--- src/ncr_pkg.sv ---
`default_nettype none

package ncr_pkg;

  localparam int CP_W = 21;

  localparam logic [CP_W-1:0] CP_MAX         = 21'h10FFFF;
  localparam logic [CP_W-1:0] CP_REPLACEMENT = 21'h00FFFD;
  localparam logic [CP_W-1:0] SURR_LO        = 21'h00D800;
  localparam logic [CP_W-1:0] SURR_HI        = 21'h00DFFF;
  localparam logic [CP_W-1:0] C1_LO          = 21'h000080;
  localparam logic [CP_W-1:0] C1_HI          = 21'h00009F;

  // One finished reference: gathered code point plus overflow flag.
  typedef struct packed {
    logic [CP_W-1:0] cp;
    logic            too_large;
  } char_t;

  // UTF-8 encoding of one character; byte 0 goes out first.
  typedef struct packed {
    logic [3:0][7:0] b;
    logic [2:0]      n;
  } enc_t;

  // Windows-1252 replacements for 0x80..0x9F; zero marks an unlisted code.
  function automatic logic [15:0] c1_map(input logic [4:0] idx);
    logic [15:0] v;
    case (idx)
      5'd0:    v = 16'h20AC;
      5'd2:    v = 16'h201A;
      5'd3:    v = 16'h0192;
      5'd4:    v = 16'h201E;
      5'd5:    v = 16'h2026;
      5'd6:    v = 16'h2020;
      5'd7:    v = 16'h2021;
      5'd8:    v = 16'h02C6;
      5'd9:    v = 16'h2030;
      5'd10:   v = 16'h0160;
      5'd11:   v = 16'h2039;
      5'd12:   v = 16'h0152;
      5'd14:   v = 16'h017D;
      5'd17:   v = 16'h2018;
      5'd18:   v = 16'h2019;
      5'd19:   v = 16'h201C;
      5'd20:   v = 16'h201D;
      5'd21:   v = 16'h2022;
      5'd22:   v = 16'h2013;
      5'd23:   v = 16'h2014;
      5'd24:   v = 16'h02DC;
      5'd25:   v = 16'h2122;
      5'd26:   v = 16'h0161;
      5'd27:   v = 16'h203A;
      5'd28:   v = 16'h0153;
      5'd30:   v = 16'h017E;
      5'd31:   v = 16'h0178;
      default: v = 16'h0000;
    endcase
    return v;
  endfunction

endpackage

`default_nettype wire

--- src/ncr_in_if.sv ---
`default_nettype none

interface ncr_in_if;
  logic       valid;
  logic       ready;
  logic [7:0] digit_char;
  logic       hex_mode;
  logic       last_digit;

  modport source(output valid, output digit_char, output hex_mode, output last_digit,
                 input ready);
  modport sink(input valid, input digit_char, input hex_mode, input last_digit,
               output ready);
endinterface

`default_nettype wire

--- src/ncr_out_if.sv ---
`default_nettype none

interface ncr_out_if;
  logic       valid;
  logic       ready;
  logic [7:0] utf8_byte;
  logic       byte_last;

  modport source(output valid, output utf8_byte, output byte_last, input ready);
  modport sink(input valid, input utf8_byte, input byte_last, output ready);
endinterface

`default_nettype wire

--- src/numeric_char_ref_to_utf8_core.sv ---
`default_nettype none

// Numeric character reference decoder with UTF-8 output. Feed the digit
// text of one reference (the part after "&#" or "&#x"), one character per
// transfer on chars, with hex_mode set for base sixteen and last_digit on
// the final character. The first character that is not a digit of the
// base freezes the value for the rest of the reference; a value above
// 0x10FFFF is flagged and, like zero and surrogates, decodes as U+FFFD,
// while the listed C1 codes 0x80..0x9F map to their Windows-1252
// characters. After the last character the block sends the UTF-8 bytes
// of the result on bytes, one byte per transfer, byte_last on the final
// one, and starts the next reference from zero. The accumulator folds in
// each character as it is accepted; a finished reference is encoded
// between a character register and a byte shift register and leaves at
// one byte per cycle while bytes is ready. The only input stall comes
// from the byte shift register: any character waits while a finished
// character is held in the character register and the result before it
// still has more than one byte queued, or its last byte is not taken.
// After the last character, the result passes the character register
// and then the byte shift register before its first byte leaves.
module numeric_char_ref_to_utf8_core (
  input  wire logic clk,
  input  wire logic rst,
  ncr_in_if.sink    chars,
  ncr_out_if.source bytes
);

  ncr_pkg::char_t chr;
  logic           chr_valid;
  logic           chr_take;
  ncr_pkg::enc_t  enc;

  // Accumulate digits; hold the finished code point for the encoder.
  ncr_accum u_accum (
    .clk       (clk),
    .rst       (rst),
    .chars     (chars),
    .chr       (chr),
    .chr_valid (chr_valid),
    .chr_take  (chr_take)
  );

  // Apply replacements and build up to four UTF-8 bytes.
  ncr_encode u_encode (
    .chr (chr),
    .enc (enc)
  );

  // Drain the bytes one transfer at a time.
  ncr_outbuf u_outbuf (
    .clk       (clk),
    .rst       (rst),
    .enc       (enc),
    .enc_valid (chr_valid),
    .enc_take  (chr_take),
    .bytes     (bytes)
  );

endmodule

`default_nettype wire

--- src/ncr_accum.sv ---
`default_nettype none

module ncr_accum (
  input  wire logic          clk,
  input  wire logic          rst,
  ncr_in_if.sink             chars,
  output ncr_pkg::char_t     chr,
  output logic               chr_valid,
  input  wire logic          chr_take
);

  logic [ncr_pkg::CP_W-1:0] acc;
  logic                     too_large;
  logic                     stopped;

  logic                     accept;
  logic                     dv;
  logic [3:0]               dval;
  logic [24:0]              prod;
  logic [24:0]              sum;
  logic [ncr_pkg::CP_W-1:0] acc_next;
  logic                     too_large_next;
  logic                     stopped_next;

  assign chars.ready = !chr_valid || chr_take;
  assign accept      = chars.valid && chars.ready;

  // Digit decode for the item's own base.
  always_comb begin
    dv   = 1'b0;
    dval = 4'd0;
    if (chars.digit_char >= 8'h30 && chars.digit_char <= 8'h39) begin
      dv   = 1'b1;
      dval = chars.digit_char[3:0];
    end else if (chars.hex_mode && chars.digit_char >= 8'h61 && chars.digit_char <= 8'h66) begin
      dv   = 1'b1;
      dval = 4'(chars.digit_char - 8'h57);
    end else if (chars.hex_mode && chars.digit_char >= 8'h41 && chars.digit_char <= 8'h46) begin
      dv   = 1'b1;
      dval = 4'(chars.digit_char - 8'h37);
    end
  end

  // Times sixteen is a shift, times ten is the sum of two shifted copies.
  always_comb begin
    if (chars.hex_mode) begin
      prod = {acc, 4'b0000};
    end else begin
      prod = {1'b0, acc, 3'b000} + {3'b000, acc, 1'b0};
    end
    sum = prod + {21'd0, dval};
  end

  always_comb begin
    acc_next       = acc;
    too_large_next = too_large;
    stopped_next   = stopped;
    if (!too_large && !stopped) begin
      if (!dv) begin
        stopped_next = 1'b1;
      end else if (sum > {4'd0, ncr_pkg::CP_MAX}) begin
        too_large_next = 1'b1;
      end else begin
        acc_next = sum[ncr_pkg::CP_W-1:0];
      end
    end
  end

  always_ff @(posedge clk) begin
    if (rst) begin
      acc       <= '0;
      too_large <= 1'b0;
      stopped   <= 1'b0;
      chr_valid <= 1'b0;
    end else begin
      if (accept) begin
        if (chars.last_digit) begin
          acc       <= '0;
          too_large <= 1'b0;
          stopped   <= 1'b0;
        end else begin
          acc       <= acc_next;
          too_large <= too_large_next;
          stopped   <= stopped_next;
        end
      end
      if (accept && chars.last_digit) begin
        chr_valid <= 1'b1;
      end else if (chr_take) begin
        chr_valid <= 1'b0;
      end
    end
  end

  always_ff @(posedge clk) begin
    if (accept && chars.last_digit) begin
      chr.cp        <= acc_next;
      chr.too_large <= too_large_next;
    end
  end

endmodule

`default_nettype wire

--- src/ncr_encode.sv ---
`default_nettype none

module ncr_encode (
  input  wire ncr_pkg::char_t chr,
  output ncr_pkg::enc_t       enc
);

  localparam logic [7:0] LEAD2 = 8'hC0;
  localparam logic [7:0] LEAD3 = 8'hE0;
  localparam logic [7:0] LEAD4 = 8'hF0;
  localparam logic [7:0] CONT  = 8'h80;

  logic [ncr_pkg::CP_W-1:0] fc;
  logic [15:0]              c1;

  assign c1 = ncr_pkg::c1_map(chr.cp[4:0]);

  // Replace zero, overflow and surrogates; remap listed C1 codes.
  always_comb begin
    fc = chr.cp;
    if (chr.too_large || chr.cp == '0) begin
      fc = ncr_pkg::CP_REPLACEMENT;
    end else if (chr.cp >= ncr_pkg::C1_LO && chr.cp <= ncr_pkg::C1_HI && c1 != 16'h0000) begin
      fc = {5'd0, c1};
    end else if (chr.cp >= ncr_pkg::SURR_LO && chr.cp <= ncr_pkg::SURR_HI) begin
      fc = ncr_pkg::CP_REPLACEMENT;
    end else if (chr.cp > ncr_pkg::CP_MAX) begin
      fc = ncr_pkg::CP_REPLACEMENT;
    end
  end

  always_comb begin
    enc.b = '0;
    if (fc <= 21'h00007F) begin
      enc.b[0] = fc[7:0];
      enc.n    = 3'd1;
    end else if (fc <= 21'h0007FF) begin
      enc.b[0] = LEAD2 | {3'b000, fc[10:6]};
      enc.b[1] = CONT | {2'b00, fc[5:0]};
      enc.n    = 3'd2;
    end else if (fc <= 21'h00FFFF) begin
      enc.b[0] = LEAD3 | {4'b0000, fc[15:12]};
      enc.b[1] = CONT | {2'b00, fc[11:6]};
      enc.b[2] = CONT | {2'b00, fc[5:0]};
      enc.n    = 3'd3;
    end else begin
      enc.b[0] = LEAD4 | {5'b00000, fc[20:18]};
      enc.b[1] = CONT | {2'b00, fc[17:12]};
      enc.b[2] = CONT | {2'b00, fc[11:6]};
      enc.b[3] = CONT | {2'b00, fc[5:0]};
      enc.n    = 3'd4;
    end
  end

endmodule

`default_nettype wire

--- src/ncr_outbuf.sv ---
`default_nettype none

module ncr_outbuf (
  input  wire logic          clk,
  input  wire logic          rst,
  input  wire ncr_pkg::enc_t enc,
  input  wire logic          enc_valid,
  output logic               enc_take,
  ncr_out_if.source          bytes
);

  logic [3:0][7:0] sh;
  logic [2:0]      rem;
  logic            xfer;

  assign bytes.valid     = (rem != 3'd0);
  assign bytes.utf8_byte = sh[0];
  assign bytes.byte_last = (rem == 3'd1);

  assign xfer     = bytes.valid && bytes.ready;
  // Load the next character when empty or as the last byte of this one leaves.
  assign enc_take = enc_valid && ((rem == 3'd0) || (rem == 3'd1 && bytes.ready));

  always_ff @(posedge clk) begin
    if (rst) begin
      rem <= 3'd0;
    end else if (enc_take) begin
      rem <= enc.n;
    end else if (xfer) begin
      rem <= rem - 3'd1;
    end
  end

  always_ff @(posedge clk) begin
    if (enc_take) begin
      sh <= enc.b;
    end else if (xfer) begin
      sh <= {8'h00, sh[3:1]};
    end
  end

endmodule

`default_nettype wire
--- src/flat_wrapper.sv ---
// flat-port wrapper written by rule: the top's interface ports become plain ports
module numeric_char_ref_to_utf8_core_flat 
  (clk, rst, chars_valid, chars_digit_char, chars_hex_mode, chars_last_digit, chars_ready, bytes_valid, bytes_utf8_byte, bytes_byte_last, bytes_ready);
  ncr_in_if chars_i ();
  ncr_out_if bytes_i ();
  input  wire logic clk;
  input  wire logic rst;
  input wire logic [$bits(chars_i.valid)-1:0] chars_valid;
  input wire logic [$bits(chars_i.digit_char)-1:0] chars_digit_char;
  input wire logic [$bits(chars_i.hex_mode)-1:0] chars_hex_mode;
  input wire logic [$bits(chars_i.last_digit)-1:0] chars_last_digit;
  output wire logic [$bits(chars_i.ready)-1:0] chars_ready;
  output wire logic [$bits(bytes_i.valid)-1:0] bytes_valid;
  output wire logic [$bits(bytes_i.utf8_byte)-1:0] bytes_utf8_byte;
  output wire logic [$bits(bytes_i.byte_last)-1:0] bytes_byte_last;
  input wire logic [$bits(bytes_i.ready)-1:0] bytes_ready;
  assign chars_i.valid = chars_valid;
  assign chars_i.digit_char = chars_digit_char;
  assign chars_i.hex_mode = chars_hex_mode;
  assign chars_i.last_digit = chars_last_digit;
  assign chars_ready = chars_i.ready;
  assign bytes_valid = bytes_i.valid;
  assign bytes_utf8_byte = bytes_i.utf8_byte;
  assign bytes_byte_last = bytes_i.byte_last;
  assign bytes_i.ready = bytes_ready;
  numeric_char_ref_to_utf8_core u_core (.clk(clk), .rst(rst), .chars(chars_i), .bytes(bytes_i));
endmodule
--- config.mk ---
export PLATFORM = sky130hd
export DESIGN_NAME = numeric_char_ref_to_utf8_core_flat
export DESIGN_NICKNAME = d
export VERILOG_FILES = /design/src/ncr_pkg.sv /design/src/ncr_in_if.sv /design/src/ncr_out_if.sv /design/src/numeric_char_ref_to_utf8_core.sv /design/src/ncr_accum.sv /design/src/ncr_encode.sv /design/src/ncr_outbuf.sv /design/src/flat_wrapper.sv
export SDC_FILE = /design/constraint.sdc
export NUM_CORES = 1
export LEC_CHECK = 0
export BUFFER_PORTS_ARGS = -buffer_cell sky130_fd_sc_hd__buf_2
export CORE_ASPECT_RATIO = 0.7
export CORE_UTILIZATION = 55
export CTS_BUF_LIST = sky130_fd_sc_hd__clkbuf_2 sky130_fd_sc_hd__clkbuf_4 sky130_fd_sc_hd__clkbuf_8
export DETAILED_ROUTE_END_ITERATION = 6
export GPL_TIMING_DRIVEN = 0
export HOLD_SLACK_MARGIN = 0.08
export PLACE_DENSITY = 0.71
export SYNTH_ARGS = -nofsm -noshare
export SYNTH_HDL_FRONTEND = slang
export SYNTH_SLANG_ARGS = --single-unit
--- constraint.sdc ---
create_clock -name clk -period 18.9 [get_ports clk]
set_clock_uncertainty 0.15 [all_clocks]
set_input_delay 1.89 -clock clk [delete_from_list [all_inputs] [get_ports clk]]
set_output_delay 1.89 -clock clk [all_outputs]
set_load 0.05 [all_outputs]
==> results of run 1 <==
[worst max-delay path, stage by stage]
cell and delay [ns]:
clkbuf_1 0.27, buf_2 0.34, clkbuf_1 0.39, clkbuf_1 0.52, clkbuf_1 0.51, nand4_1 0.18, nor2_1 0.12, o21ai_0 0.08
o21ai_0 0.20, ha_1 0.20, a21o_1 0.10, a21oi_1 0.11, nor3_1 0.31, and2_1 0.19, nand4bb_1 0.18, nand2b_4 0.25
a2111oi_4 0.37, mux2i_2 0.53, a21oi_1 0.15, nand3_1 0.22, mux2i_1 0.16, o21ai_1 0.60, inv_1 0.19, ha_1 0.31
mux2_2 0.30, a221oi_1 0.32, a31o_1 0.18
[state kept, by name, summed over array words and instances, names as in the netlist]
signal,flops
u_core.u_accum.acc,21
u_core.u_accum.chr,22
u_core.u_accum.chr_valid,1
u_core.u_accum.stopped,1
u_core.u_accum.too_large,1
u_core.u_encode.c1,11
u_core.u_outbuf.bytes.utf8_byte,8
u_core.u_outbuf.rem,3
u_core.u_outbuf.sh,21
[cell usage in the layout, fill, tap and decap left out, types with 15 or more instances in the layout]
cell type,Yosys,routed
dfxtp_1,38,38
buf_2,6,28
o21ai_0,50,50
nor2_1,83,83
edfxtp_1,51,51
nand2_1,99,99
nand3_1,19,19
nor3_1,25,25
xnor2_1,15,15
a22oi_1,21,21
ha_1,37,37
clkbuf_1,26,26
inv_1,26,26
a21oi_1,49,49
[cell families (layout without fill, tap and decap cells)]
group	count (synthesis)	after routing	synth area share [%]
buffers and inverters	73	111	4.97
DFF	89	89	33.3
xor gates and xnor gates	24	24	3.06
adders and majority gates	39	39	7.32
muxes	17	17	2.60
AOI/OAI and AO/OA	256	256	26.6
and+or+nand+nor	305	305	22.1
[final cells by class]
type | instances | area (um2)
Buffer | 44 | 230
Clock buffer | 10 | 131
Clock inverter | 6 | 66.3
Fill cell | 1072 | 4550
Inverter | 29 | 111
Multi-Input combinational cell | 641 | 4240
Sequential cell | 89 | 2290
Tap cell | 157 | 196
Timing Repair Buffer | 22 | 110
[through the flow]
step	instance area (um2)	hold WS [ns]	power, uW
CTS	7380	0.371	593
global placement	7180	0.341	457
finish	7380	0.365	593
global route	7380	0.389	624
detailed placement	7180	0.349	463
floorplan	6880	0.333	415
[routing by layer]
metal | wire [um] | part of all wire [%] | track usage, %
met5 | 0 | 0 | 0
met4 | 191 | 1.0 | 6.65
met3 | 1550 | 8.2 | 5.26
met2 | 7720 | 41 | 43.6
met1 | 9310 | 50 | 46.1
[power by group through the flow]
stage	clock, uW	combinational, uW	sequential (uW)
after floorplan	0	146	269
after global placement	0	183	274
after detailed placement	0	188	275
after CTS	133	189	271
after global routing	142	209	274
final	133	190	271
[how the worst max path moves through the flow]
stage | cells past startpoint | end | slack [ns] | start
finish | 27 | u_core.u_encode.c1[3]$_DFF_P_ | 9.89 | chars_hex_mode
global placement | 27 | u_core.u_encode.c1[3]$_DFF_P_ | 9.83 | chars_hex_mode
CTS | 27 | u_core.u_encode.c1[3]$_DFF_P_ | 10.11 | chars_hex_mode
global route | 27 | u_core.u_encode.c1[3]$_DFF_P_ | 9.44 | chars_hex_mode
floorplan | 27 | u_core.u_encode.c1[3]$_DFF_P_ | 11.29 | chars_hex_mode
detailed placement | 27 | u_core.u_encode.c1[3]$_DFF_P_ | 9.77 | chars_hex_mode
==> impl_results.rst, run 1 <==
.. list-table::
   :header-rows: 1

   * - Metric
     - Value
   * - Result of the run
     - finished, final reports clean
   * - Combinational group share of total power
     - 32.0%
   * - # IOs
     - 25
   * - Tot GR Track Use
     - 30.2%
   * - CTS resizes
     - 0
   * - Power density of the placed cells
     - 80.4 nW/um2
   * - Number of max-cap violations
     - 0
   * - Post-synth top area share
     - 22.3%
   * - Yosys reg bits
     - 89
   * - Setup slack of the most critical reg-to-reg path
     - 12.62 ns
   * - Net load switching power
     - 215 uW
   * - Portion of the clock cycle consumed by the worst path in the final layout
     - 47.7%
   * - Maximum clock path buffer count
     - 2
   * - Number of flops mapped to enable cells by yosys
     - 51
   * - Hold Buf Count CTS
     - 0
   * - Total via count after detailed routing
     - 6383
   * - Post-layout net count
     - 889
   * - Clock tree from TritonCTS
     - done
   * - Avg Cell Area, Syn
     - 8.56 um2
   * - Number of placed instances with taps included
     - 982
   * - Total die area
     - 13000 um2
   * - Power Internal
     - 378 uW
   * - Number of sinks driven by the clock tree
     - 89
   * - Clock-pin transition on the worst setup and hold timing paths
     - 0.09 ns
   * - CP Max Fanout
     - 10
   * - WL/cell
     - 18.8 um
   * - Capture endpoint of the worst hold path
     - u_core.u_outbuf.sh[13]$_DFFE_PP_
   * - Overall overflow remaining after global route
     - 0
   * - Master cell of the clock root buffer
     - clkbuf_8
   * - Antenna violation net count after detailed routing
     - 0
   * - Floorplan die height
     - 95.5 um
   * - DRT Pass-1 Iters
     - 6
   * - Share of layout cells above drive strength 1
     - 11.7%
   * - Residual DRC count
     - 0
   * - Critical path class
     - in2reg
   * - Area added between synthesis and finish
     - 7.35%
   * - Post-route setup slack
     - 9.89 ns
   * - Wire length of the first global-routing pass
     - 30.1 mm
   * - Final period demand of the worst path
     - 9.01 ns
   * - Switch share
     - 36.3%
   * - Routability congestion estimate from global placement
     - 0.901
   * - H-tree levels
     - 3
   * - Peak supply drop
     - 0.0000545 V
   * - Maximum number of pins on one net before global-route repair
     - 31
   * - Non-Filler Instances
     - 998
   * - Launching point of the worst reg2reg path
     - u_core.u_accum.acc[0]$_SDFFE_PP0P_
   * - Achievable Freq
     - 111 MHz
   * - Relative max-transition margin
     - 25.5%
   * - Sequential cell area fraction in the yosys report
     - 33.3%
   * - Count of warnings emitted by yosys
     - 0
   * - Startpoint kind of the worst setup timing path
     - input pin
   * - Leakage power
     - 0.00291 uW
   * - Most frequent cells after synthesis
     - nand2_1, nor2_1, edfxtp_1, o21ai_0, a21oi_1
   * - Setup repair after global routing missed its margin
     - false
   * - Number of standard-cell rows in the floorplan
     - 33
   * - Required arrival time at the worst endpoint
     - 19.05 ns
   * - Critical Path Sink Type
     - flip-flop
   * - Detailed Route Iter0 Violations
     - 727
   * - Worst Hold Class
     - reg2reg
   * - Ant. Diodes
     - 0
   * - Worst Hold Depth
     - 2
   * - Sequential share of power
     - 45.6%
   * - Finish-stage setup viols
     - 0
   * - Top cells by area, synth
     - edfxtp_1, dfxtp_1, ha_1, nand2_1, nor2_1
   * - Worst R2R Path Depth
     - 20
   * - Post-synthesis cell area
     - 6880 um2
   * - Clock insertion delay at the later pin of the skew report
     - 0.37 ns
   * - Number of global-route vias before repair
     - 5824
   * - Area of the placeable core
     - 11900 um2
   * - Starting Density
     - 57.6%
   * - Count of pins over their slew limit
     - 0
   * - Number of antenna violations at the first check in global routing
     - 0
   * - Post-CTS Setup Bufs
     - 0
   * - Overall routed net length
     - 18.8 mm
   * - Horiz. Die Dim
     - 136 um
   * - Sum of negative setup slack
     - 0 ns
   * - Count of cell types in the netlist
     - 102
   * - Reg-to-reg critical path endpoint
     - u_core.u_encode.c1[3]$_DFF_P_
   * - Core Util, Final
     - 61.9%
   * - Most frequent cell after synthesis
     - nand2_1
   * - Count of input and output buffers
     - 22
   * - Nets in the synthesized netlist
     - 856
   * - Clock buffer count from CTS
     - 9
   * - Clk network pwr share
     - 22.4%
   * - Post-synthesis instance total
     - 803
   * - Total half-perimeter wirelength after legalization and detailed placement
     - 14.4 mm
   * - Worst Tran Pin Value
     - 1.12 ns
   * - Share of async-settable or async-resettable flops after synthesis
     - 0%
   * - Via density per instance
     - 6.40
   * - Synth area leader
     - edfxtp_1
   * - Final hold violation count
     - 0
   * - Hold path startpoint
     - u_core.u_outbuf.sh[21]$_DFFE_PP_
   * - Predominant post-synthesis flop cell
     - edfxtp_1
   * - Pre-CTS setup slack
     - 9.77 ns
   * - Arrival @ worst endpoint
     - 9.16 ns
(Power assumes the default switching activity.)
==> inputs of run 2 (changes only) <==
--- a/config.mk
+++ b/config.mk
@@ -12,7 +12,7 @@
 export DETAILED_ROUTE_END_ITERATION = 6
 export GPL_TIMING_DRIVEN = 0
 export HOLD_SLACK_MARGIN = 0.08
-export PLACE_DENSITY = 0.71
+export PLACE_DENSITY = 0.74
 export SYNTH_ARGS = -nofsm -noshare
 export SYNTH_HDL_FRONTEND = slang
 export SYNTH_SLANG_ARGS = --single-unit
==> constraint.sdc (replaced) <==
create_clock -name clk -period 8.2 [get_ports clk]
set_clock_uncertainty 0.15 [all_clocks]
set_input_delay 0.82 -clock clk [delete_from_list [all_inputs] [get_ports clk]]
set_output_delay 0.82 -clock clk [all_outputs]
set_load 0.05 [all_outputs]
==> run 2 against run 1 <==
  * Final cell count rose by 0.10%
  * Die area did not move
  * Design area did not move
  * Worst setup slack got worse by 9.4 ns
  * Non-clock buffer count rose by 1
  * Hold slack improved by 0.0070 ns
  * Count of clock-buffer cells in the layout rose by 1
  * Combinational power rose by 130%
  * Highest routed layer unchanged
==> impl_results.rst, run 2 (synthesis results as in run 1) <==
.. list-table::
   :header-rows: 1

   * - Metric
     - Value
   * - Required arrival time at the worst endpoint
     - 8.34 ns
   * - Starting Density
     - 57.6%
   * - Number of standard-cell rows in the floorplan
     - 33
   * - Result of the run
     - finished, final reports clean
   * - Achievable Freq
     - 130 MHz
   * - Total half-perimeter wirelength after legalization and detailed placement
     - 14.7 mm
   * - DRT Pass-1 Iters
     - 5
   * - Max FFs per register
     - 22
   * - Peak supply drop
     - 0.000151 V
   * - Worst Tran Pin Value
     - 1.16 ns
   * - Largest registers
     - u_core.u_accum.chr (22), u_core.u_accum.acc (21), u_core.u_outbuf.sh (21)
   * - Horiz. Die Dim
     - 136 um
   * - Number of max-cap violations
     - 0
   * - Critical Path Sink Type
     - flip-flop
   * - Arrival @ worst endpoint
     - 7.80 ns
   * - Maximum number of pins on one net before global-route repair
     - 31
   * - Share of layout cells above drive strength 1
     - 12.0%
   * - Total die area
     - 13000 um2
   * - Clock tree from TritonCTS
     - done
   * - CP Max Fanout
     - 10
   * - Largest register by flop count
     - u_core.u_accum.chr
   * - Area added between synthesis and finish
     - 7.35%
   * - Finish-stage setup viols
     - 0
   * - Clock-pin transition on the worst setup and hold timing paths
     - 0.09 ns
   * - Routability congestion estimate from global placement
     - 0.936
   * - Clock buffer count from CTS
     - 9
   * - Antenna violation net count after detailed routing
     - 0
   * - Portion of the clock cycle consumed by the worst path in the final layout
     - 93.5%
   * - Leakage power
     - 0.00292 uW
   * - Residual DRC count
     - 0
   * - Final period demand of the worst path
     - 7.66 ns
   * - Most frequent cells in the layout
     - nand2_1, nor2_1, edfxtp_1, o21ai_0, a21oi_1
   * - Overall overflow remaining after global route
     - 0
   * - Area of the placeable core
     - 11900 um2
   * - Master cell of the clock root buffer
     - clkbuf_8
   * - Wire length of the first global-routing pass
     - 31.3 mm
   * - Sum of negative setup slack
     - 0 ns
   * - Tot GR Track Use
     - 31.0%
   * - Critical path class
     - in2reg
   * - Number of antenna violations at the first check in global routing
     - 0
   * - Detailed Route Iter0 Violations
     - 662
   * - Most frequent standard cell in the layout excluding fill and tap cells
     - nand2_1
   * - H-tree levels
     - 3
   * - # IOs
     - 25
   * - Worst Hold Class
     - reg2reg
   * - WL/cell
     - 19.2 um
   * - Post-layout net count
     - 890
   * - Clock insertion delay at the later pin of the skew report
     - 0.37 ns
   * - Setup repair after global routing missed its margin
     - false
   * - Relative max-transition margin
     - 22.6%
   * - Overall routed net length
     - 19.2 mm
   * - Count of input and output buffers
     - 22
   * - Total via count after detailed routing
     - 6478
   * - Number of global-route vias before repair
     - 6089
   * - Number of sinks driven by the clock tree
     - 89
   * - Non-Filler Instances
     - 999
   * - Power density of the placed cells
     - 183 nW/um2
   * - Via density per instance
     - 6.48
   * - Count of pins over their slew limit
     - 0
   * - Maximum clock path buffer count
     - 2
   * - Startpoint kind of the worst setup timing path
     - input pin
   * - Number of placed instances with taps included
     - 983
   * - Hold Buf Count CTS
     - 0
   * - Ant. Diodes
     - 0
   * - Floorplan die height
     - 95.5 um
   * - Final hold violation count
     - 0
==> run 2: cell count changes in the layout (fill, tap and decap cells not counted), sizes merged <==
| cell | delta |
|---|---|
| buf | +1 |
| bufinv | -1 |
| clkbuf | +1 |
==> run 2: final cells by class <==
class | instances | area, um2
fillers | 1086 | 4550
repair buffers | 23 | 114
inverters | 29 | 111
well taps | 157 | 196
clock buffers | 11 | 151
plain buffers | 44 | 231
flip-flops and latches | 89 | 2290
clock inverters | 5 | 37.5
multi-input cells | 641 | 4250
==> run 2: final timing paths <==
kind                                                          to  cells after the start  slack (ns)                          startpoint
worst min register to register  u_core.u_outbuf.sh[13]$_DFFE_PP_                      2        0.37    u_core.u_outbuf.sh[21]$_DFFE_PP_
worst max register to register     u_core.u_encode.c1[3]$_DFF_P_                     20        2.11  u_core.u_accum.acc[0]$_SDFFE_PP0P_
worst min-delay path            u_core.u_outbuf.sh[13]$_DFFE_PP_                      2        0.37    u_core.u_outbuf.sh[21]$_DFFE_PP_
worst max-delay path               u_core.u_encode.c1[3]$_DFF_P_                     27        0.54                      chars_hex_mode
==> run 2: layer usage <==
| metal | global-route usage (%) | vias to the layer above | wire (um) |
|---|---|---|---|
| met4 | 6.84 | 0 | 309 |
| met2 | 47.2 | 258 | 8050 |
| li1 | - | 3053 | - |
| met3 | 5.26 | 31 | 1470 |
| met1 | 45.5 | 3136 | 9350 |
| met5 | 0 | - | 0 |
==> run 2: metrics by stage <==
stage / cell area, um2 / power [uW] / setup WS [ns] / hold WS (ns) / utilization (%)
6_report: 7380 / 1350 / 0.535 / 0.372 / 61.9
2_1_floorplan: 6880 / 956 / 1.66 / 0.333 / -
4_1_cts: 7380 / 1350 / 0.286 / 0.374 / 61.8
3_3_place_gp: 7180 / 1050 / 0.129 / 0.340 / 60.2
5_1_grt: 7380 / 1420 / 0.124 / 0.401 / 61.9
3_5_place_dp: 7190 / 1070 / -0.0799 / 0.353 / 60.2
==> run 2: power by group <==
group          switching [uW]  leakage, uW  total (uW)  internal [uW]
logic                     301      0.00202         437            136
clock network             163    0.0000919         290            128
registers                35.0     0.000801         625            590
==> run 2: repair_timing <==
item / in CTS / in global routing
buffers inserted: 0 / 0
endpoints found under the setup margin: 0 / 7
gates resized for setup: 0 / 3
==> run 2: critical path: stages <==
cell and delay, ns:
clkbuf_1 0.29, buf_2 0.36, clkbuf_1 0.39, clkbuf_1 0.54, clkbuf_2 0.40, nand4_1 0.17
nor2_1 0.12, o21ai_0 0.07, o21ai_0 0.19, ha_1 0.21, a21o_1 0.11, a21oi_1 0.09
nor3_1 0.34, and2_1 0.20, nand4bb_1 0.18, nand2b_4 0.24, a2111oi_4 0.35, mux2i_2 0.53
a21oi_1 0.16, nand3_1 0.23, mux2i_1 0.15, o21ai_2 0.42, inv_1 0.16, ha_1 0.30
mux2_2 0.30, a221oi_1 0.30, a31o_1 0.18
